File: config.mk
export PLATFORM = sky130hd
export DESIGN_NAME = crl_div_chain
export DESIGN_NICKNAME = d
export VERILOG_FILES = /design/src/sv/crl_div_cell.sv /design/src/sv/crl_div_chain.sv
export SDC_FILE = /design/constraint.sdc
export NUM_CORES = 2
export LEC_CHECK = 0
export ABC_AREA = 1
export BUFFER_PORTS_ARGS = -buffer_cell sky130_fd_sc_hd__buf_2
export CORE_UTILIZATION = 65
export DETAILED_ROUTE_END_ITERATION = 10
export PLACE_DENSITY = 0.84
export SLEW_MARGIN = 15
export SYNTH_ARGS = -nofsm -noshare
export SYNTH_HDL_FRONTEND = slang
export SYNTH_SLANG_ARGS = --single-unit
File: constraint.sdc
create_clock -name clk -period 5.6 [get_ports clk]
set_clock_uncertainty 0.1 [all_clocks]
set_input_delay 0.84 -clock clk [delete_from_list [all_inputs] [get_ports clk]]
set_output_delay 0.84 -clock clk [all_outputs]
set_load 0.05 [all_outputs]
File: src/sv/crl_div_cell.sv
// One restoring-division cell: develops one quotient bit per stage.
`timescale 1ns / 1ps
module crl_div_cell #(
  parameter int NUM_BITS = 24,
  parameter int DEN_BITS = 12,
  parameter int REM_BITS = 13,
  parameter int SIDE_BITS = 20
) (
  input  logic                 clk,
  input  logic                 rst_n,
  input  logic                 en,
  input  logic                 valid_i,
  input  logic [NUM_BITS-1:0]  num_i,   // numerator; quotient bits shift in at the bottom
  input  logic [REM_BITS-1:0]  rem_i,
  input  logic [DEN_BITS-1:0]  den_i,
  input  logic [SIDE_BITS-1:0] side_i,
  output logic                 valid_o,
  output logic [NUM_BITS-1:0]  num_o,
  output logic [REM_BITS-1:0]  rem_o,
  output logic [DEN_BITS-1:0]  den_o,
  output logic [SIDE_BITS-1:0] side_o
);

  logic                 valid_r;
  logic [NUM_BITS-1:0]  num_r, num_nxt;
  logic [REM_BITS-1:0]  rem_r, rem_nxt;
  logic [DEN_BITS-1:0]  den_r;
  logic [SIDE_BITS-1:0] side_r;
  logic [REM_BITS:0]    trial;
  logic [REM_BITS:0]    diff;

  always_comb begin
    trial = {rem_i, num_i[NUM_BITS-1]};
    diff  = trial - {{(REM_BITS+1-DEN_BITS){1'b0}}, den_i};
    if (!diff[REM_BITS]) begin
      rem_nxt = diff[REM_BITS-1:0];
      num_nxt = {num_i[NUM_BITS-2:0], 1'b1};
    end else begin
      rem_nxt = trial[REM_BITS-1:0];
      num_nxt = {num_i[NUM_BITS-2:0], 1'b0};
    end
  end

  always_ff @(posedge clk) begin
    if (!rst_n) begin
      valid_r <= 1'b0;
    end else if (en) begin
      valid_r <= valid_i;
    end
    if (en) begin
      num_r  <= num_nxt;
      rem_r  <= rem_nxt;
      den_r  <= den_i;
      side_r <= side_i;
    end
  end

  assign valid_o = valid_r;
  assign num_o   = num_r;
  assign rem_o   = rem_r;
  assign den_o   = den_r;
  assign side_o  = side_r;

endmodule

File: src/sv/crl_div_chain.sv
// Row of division cells: unsigned quotient, one bit per cell, one item per cycle while en is high.
`timescale 1ns / 1ps
module crl_div_chain #(
  parameter int NUM_BITS = 24,
  parameter int DEN_BITS = 12,
  parameter int SIDE_BITS = 20
) (
  input  logic                 clk,
  input  logic                 rst_n,
  input  logic                 en,
  input  logic                 valid_i,
  input  logic [NUM_BITS-1:0]  num_i,
  input  logic [DEN_BITS-1:0]  den_i,
  input  logic [SIDE_BITS-1:0] side_i,
  output logic                 valid_o,
  output logic [NUM_BITS-1:0]  quot_o,
  output logic [DEN_BITS-1:0]  rem_o,
  output logic [SIDE_BITS-1:0] side_o
);

  localparam int REM_BITS = DEN_BITS + 1;

  logic                 v   [NUM_BITS+1];
  logic [NUM_BITS-1:0]  n   [NUM_BITS+1];
  logic [REM_BITS-1:0]  r   [NUM_BITS+1];
  logic [DEN_BITS-1:0]  d   [NUM_BITS+1];
  logic [SIDE_BITS-1:0] s   [NUM_BITS+1];

  assign v[0] = valid_i;
  assign n[0] = num_i;
  assign r[0] = '0;
  assign d[0] = den_i;
  assign s[0] = side_i;

  for (genvar g = 0; g < NUM_BITS; g++) begin : g_cell
    crl_div_cell #(
      .NUM_BITS(NUM_BITS), .DEN_BITS(DEN_BITS),
      .REM_BITS(REM_BITS), .SIDE_BITS(SIDE_BITS)
    ) u_cell (
      .clk(clk), .rst_n(rst_n), .en(en),
      .valid_i(v[g]), .num_i(n[g]), .rem_i(r[g]), .den_i(d[g]), .side_i(s[g]),
      .valid_o(v[g+1]), .num_o(n[g+1]), .rem_o(r[g+1]), .den_o(d[g+1]),
      .side_o(s[g+1])
    );
  end

  assign valid_o = v[NUM_BITS];
  assign quot_o  = n[NUM_BITS];
  assign rem_o   = r[NUM_BITS][DEN_BITS-1:0];
  assign side_o  = s[NUM_BITS];

endmodule

Word-level counts from Yosys, hierarchy flattened --
Cells that the tools add are included.
Storage, ports and cells: output and inout port bits 57, input bits 60, register bits after elaboration 1667
Operators by class: mux-type cells 48, add/subtract/negate cells 24
Operators with widths (count):
- 14-bit by 12-bit subtractor with 14-bit output | 23
- 13-bit 2-to-1 mux | 22
- 1-bit 2-to-1 mux | 25
- 1-bit by 12-bit subtractor with 13-bit output | 1
- 12-bit 2-to-1 mux | 1

Logic depth before layout (Yosys ltp) --
word-level depth 2, depth in mapped cells 12, mapped depth without buffers 12

Modules after synthesis --
From an unflattened synthesis, not the netlist that was laid out.
Unflattened totals: cell total of the unflattened synthesis 6841, area, all modules 78038.6 µm²
Modules (own cells, without submodules):
- crl_div_cell (g_cell[0].u_cell ...) | instances 12, area each 3258.1 µm², cells each 285
- crl_div_cell (g_cell[21].u_cell ...) | instances 11, area each 3245.6 µm², cells each 285
- crl_div_cell (g_cell[11].u_cell) | instances 1, area each 3235.6 µm², cells each 285
- crl_div_chain | instances 1, area each 3.8 µm², cells each 1

Least setup slack after synthesis --
No wires, ideal clock.
path type input port to flip-flop, start point input num_i[23], end point register g_cell[0].u_cell.rem_r[0], data pin, slack 3.465 ns, path buffers 0, cell stages on the path 9, arrival 1.772 ns, cells stage by stage inv_1 -> ha_1 -> inv_1 -> ha_1 -> inv_1 -> nor3_1 -> nand4_1 -> nand2_1 -> o21ai_0
Between the ends: word-level cells in the longest chain between the ends 2
Ends and longest elaborated chain:
- start, declared | line crl_div_chain.sv:12 | input logic [NUM_BITS-1:0] num_i,
- 1-bit by 12-bit subtractor with 13-bit output | line crl_div_cell.sv:34 | diff = trial - {{(REM_BITS+1-DEN_BITS){1'b0}}, den_i};
- 1-bit 2-to-1 mux * | line crl_div_cell.sv:35 | if (!diff[REM_BITS]) begin
- via g_cell[0].u_cell.rem_nxt[0] | line crl_div_cell.sv:26 | logic [REM_BITS-1:0] rem_r, rem_nxt;
- end signal, assigned | line crl_div_cell.sv:52 | rem_r <= rem_nxt;
- end, declared | line crl_div_cell.sv:26
Mark *: on every way through the listed nets, which the timed path passes. The rest lies on a longest branch. A chain may end at the register's enable or synchronous reset.

Worst setup path in the final report --
start point register g_cell[23].u_cell.side_r[12], end point output side_o[12]
RTL lines:
- start, declared | line crl_div_cell.sv:28 | logic [SIDE_BITS-1:0] side_r;
- start signal, assigned | line crl_div_cell.sv:54 | side_r <= side_i;
- end, declared | line crl_div_chain.sv:18 | output logic [SIDE_BITS-1:0] side_o
No word-level cell between the ends.

==> impl_metrics.json <==
{
  "htree_levels": 4,
  "synth_xor_xnor_area_share_pct": 1.10,
  "slew-limit-headroom_pct": 40.7,
  "hold_class": "in2reg",
  "antenna_found_initial": 1,
  "area_delta_synth_final_pct": 10.6,
  "r2r_slack_ns": 3.19,
  "hpwlAfterDp_um": 102000,
  "p_total_mw": 43.9,
  "setup_slack_ns": 3.18,
  "endpoint_kind": "output pin",
  "final_nets": 7298,
  "port_buffers": 116,
  "cpMaxStageDelayCell": "edfxtp_1",
  "drive_gt1_share_pct": 11.8,
  "place_ws_ns": 2.75,
  "reg2reg_to": "g_cell[6].u_cell.rem_o[12]",
  "synth-simple-area-share_pct": 21.6,
  "rr_startpoint": "g_cell[5].u_cell.den_o[6]",
  "num_rows": 124,
  "synth-edff-count": 1643,
  "routed_via_density": 5.42,
  "final_hold_viol_count": 0,
  "hold_buffers": 0,
  "dp_cells": 8287,
  "synth_ff_type": "edfxtp_1",
  "crit_buf_inv": 1,
  "cts-root-buf": "clkbuf_16",
  "die_h_um": 343,
  "crit_path_max_incr_delay_ns": 0.41,
  "dpl_cell_area_mm2": 0.0786,
  "rsz0062_at_grt": "no",
  "crit_path_start": "g_cell[23].u_cell.side_o[12]",
  "crit_type": "reg2out",
  "core_area_mm2": 0.115,
  "hold_start": "num_i[13]",
  "grt_pass1_wl_um": 233000,
  "leakagePower_nw": 36.9,
  "maxCapViolCount": 0,
  "grt_max_degree": 175,
  "seq_area_frac_synth_pct": 65.7,
  "netlist_top_cells_area": "edfxtp_1, nand2_1, inv_1",
  "power_density_mw_per_mm2": 524,
  "pin_count": 117,
  "drt_iter0_markers": 3938,
  "cts_buffer_depth": 3,
  "syn_area_per_cell_um2": 11.4,
  "synthAdderAreaFrac_pct": 5.20,
  "ys_top_cells_by_count": "nand2_1, edfxtp_1, inv_1",
  "initial_core_util_pct": 65.9,
  "overflow": 0,
  "reg2reg_depth": 12,
  "num_vias": 46400,
  "synthesis.instances": 6635,
  "totalWireLength_um": 146000,
  "synth_top_family_by_area": "simple AND/OR/NAND/NOR gates",
  "cts_tree": "done",
  "ys_warn_count": 0,
  "cp_top_family": "flip-flops",
  "wire_per_inst_um": 17.1,
  "max_freq_mhz": 413,
  "finalSetupTns_ns": 0,
  "post-route-period-util_pct": 43.3,
  "utilization_pct": 72.9,
  "cts.sinks": 1667,
  "yosysMostFrequentCell": "nand2_1",
  "status": "finished, final reports clean",
  "ant_nets": 0,
  "clkLatencyLatePin_ns": 0.78,
  "stdcell_area_mm2": 0.0838,
  "drv_slew": 0,
  "hold_slack_ns": 0.132,
  "yosys.area.top_type": "edfxtp_1",
  "setup_viol": 0,
  "grt_use_total_pct": 25.3,
  "arrival_ns": 1.48,
  "tightest_slew_ns": 0.890,
  "start_kind": "flip-flop",
  "cts.clk_slew.worst_paths_ns": 0.07,
  "ys_ff_latch": 1667,
  "cts_resized": 0,
  "synth_compound_area_share_pct": 1.14,
  "chipWidth_um": 343,
  "async_flop_share_pct": 0,
  "post_cts_buffers": 0,
  "cts_buffers": 160,
  "min_to": "g_cell[0].u_cell.num_o[14]",
  "period_minus_slack_ns": 2.42,
  "drc": 0,
  "worstPathCellList": "buf_2",
  "synth_top_area_share_pct": 65.1,
  "final-instance-count-excl-fill": 8570,
  "grt_pass1_vias": 44900,
  "syn_area_mm2": 0.0758,
  "fp.dieArea_mm2": 0.118,
  "place.gp.congestion": 0.930,
  "critPathMaxFanout": 1,
  "hold_depth": 1,
  "drt-pass1-iter-count": 6,
  "synth_mux_area_share_pct": 0,
  "required_ns": 4.66,
  "diodes": 0,
  "peakVddDrop_mv": 0.310,
  "ys_types": 31
}
-- state kept, by name, summed over array words and instances (netlist names) --
signal,flops
g_cell.u_cell.side_o,480
g_cell.u_cell.num_o,576
g_cell.u_cell.den_o,276
g_cell.u_cell.rem_o,311
g_cell.u_cell.valid_o,24
-- cells in the final DEF, fill, tap and decap left out, types with 114 or more instances in the layout --
cell type / count
buf_2: 115
clkbuf_16: 160
edfxtp_1: 1643
ha_1: 278
inv_1: 988
nand2_1: 1966
nand2_4: 135
nand3_1: 662
nand4_1: 114
nor2_1: 273
-- worst max path at each step --
stage | cells past startpoint | end | slack, ns
finish | 1 | side_o[12] | 3.18
global route | 12 | g_cell[21].u_cell.rem_o[8] | 3.08
CTS | 1 | side_o[12] | 3.11
detailed placement | 2 | g_cell[14].u_cell.side_o[12] | 2.75
global placement | 2 | g_cell[5].u_cell.num_o[10] | 2.79
floorplan | 9 | g_cell[0].u_cell.rem_o[0] | 3.46
-- power breakdown --
group / switching (mW) / total [mW] / internal [mW]
Clock: 4.64 / 10.7 / 6.06
Combinational: 10.4 / 15.5 / 5.05
Sequential: 1.34 / 17.7 / 16.4
-- worst reg2reg max path: cells and delay by family, from the launching register on --
family	cells	cell delay, ns
and+or+nand+nor	9	0.90
DFF	1	0.45
adders and majority gates	1	0.36
AOI/OAI and AO/OA	1	0.27
buffers and inverters	1	0.07
-- final cells by class --
type / instances / area (µm²)
clock buffers: 190 / 4170
clock inverters: 93 / 1080
fillers: 7663 / 31100
inverters: 1040 / 3900
multi-input cells: 3927 / 22100
flip-flops and latches: 1667 / 49800
well taps: 1512 / 1890
repair buffers: 141 / 921
-- metal layers --
layer,up-vias,share of wire (%),global-route usage (%)
li1,22800,-,-
met1,21800,43,34.1
met2,1497,49,42.6
met3,296,5.5,3.51
met4,2,2.8,8.36
met5,-,0.015,0
-- logic make-up after synthesis --
group | count (synthesis)
simple gates | 3405
other cells | 1
compound gates | 120
xor+xnor | 95
fa+ha+maj | 301
flops | 1667
buf+inv | 1046
Note: power is estimated with default switching activity, not from simulation.
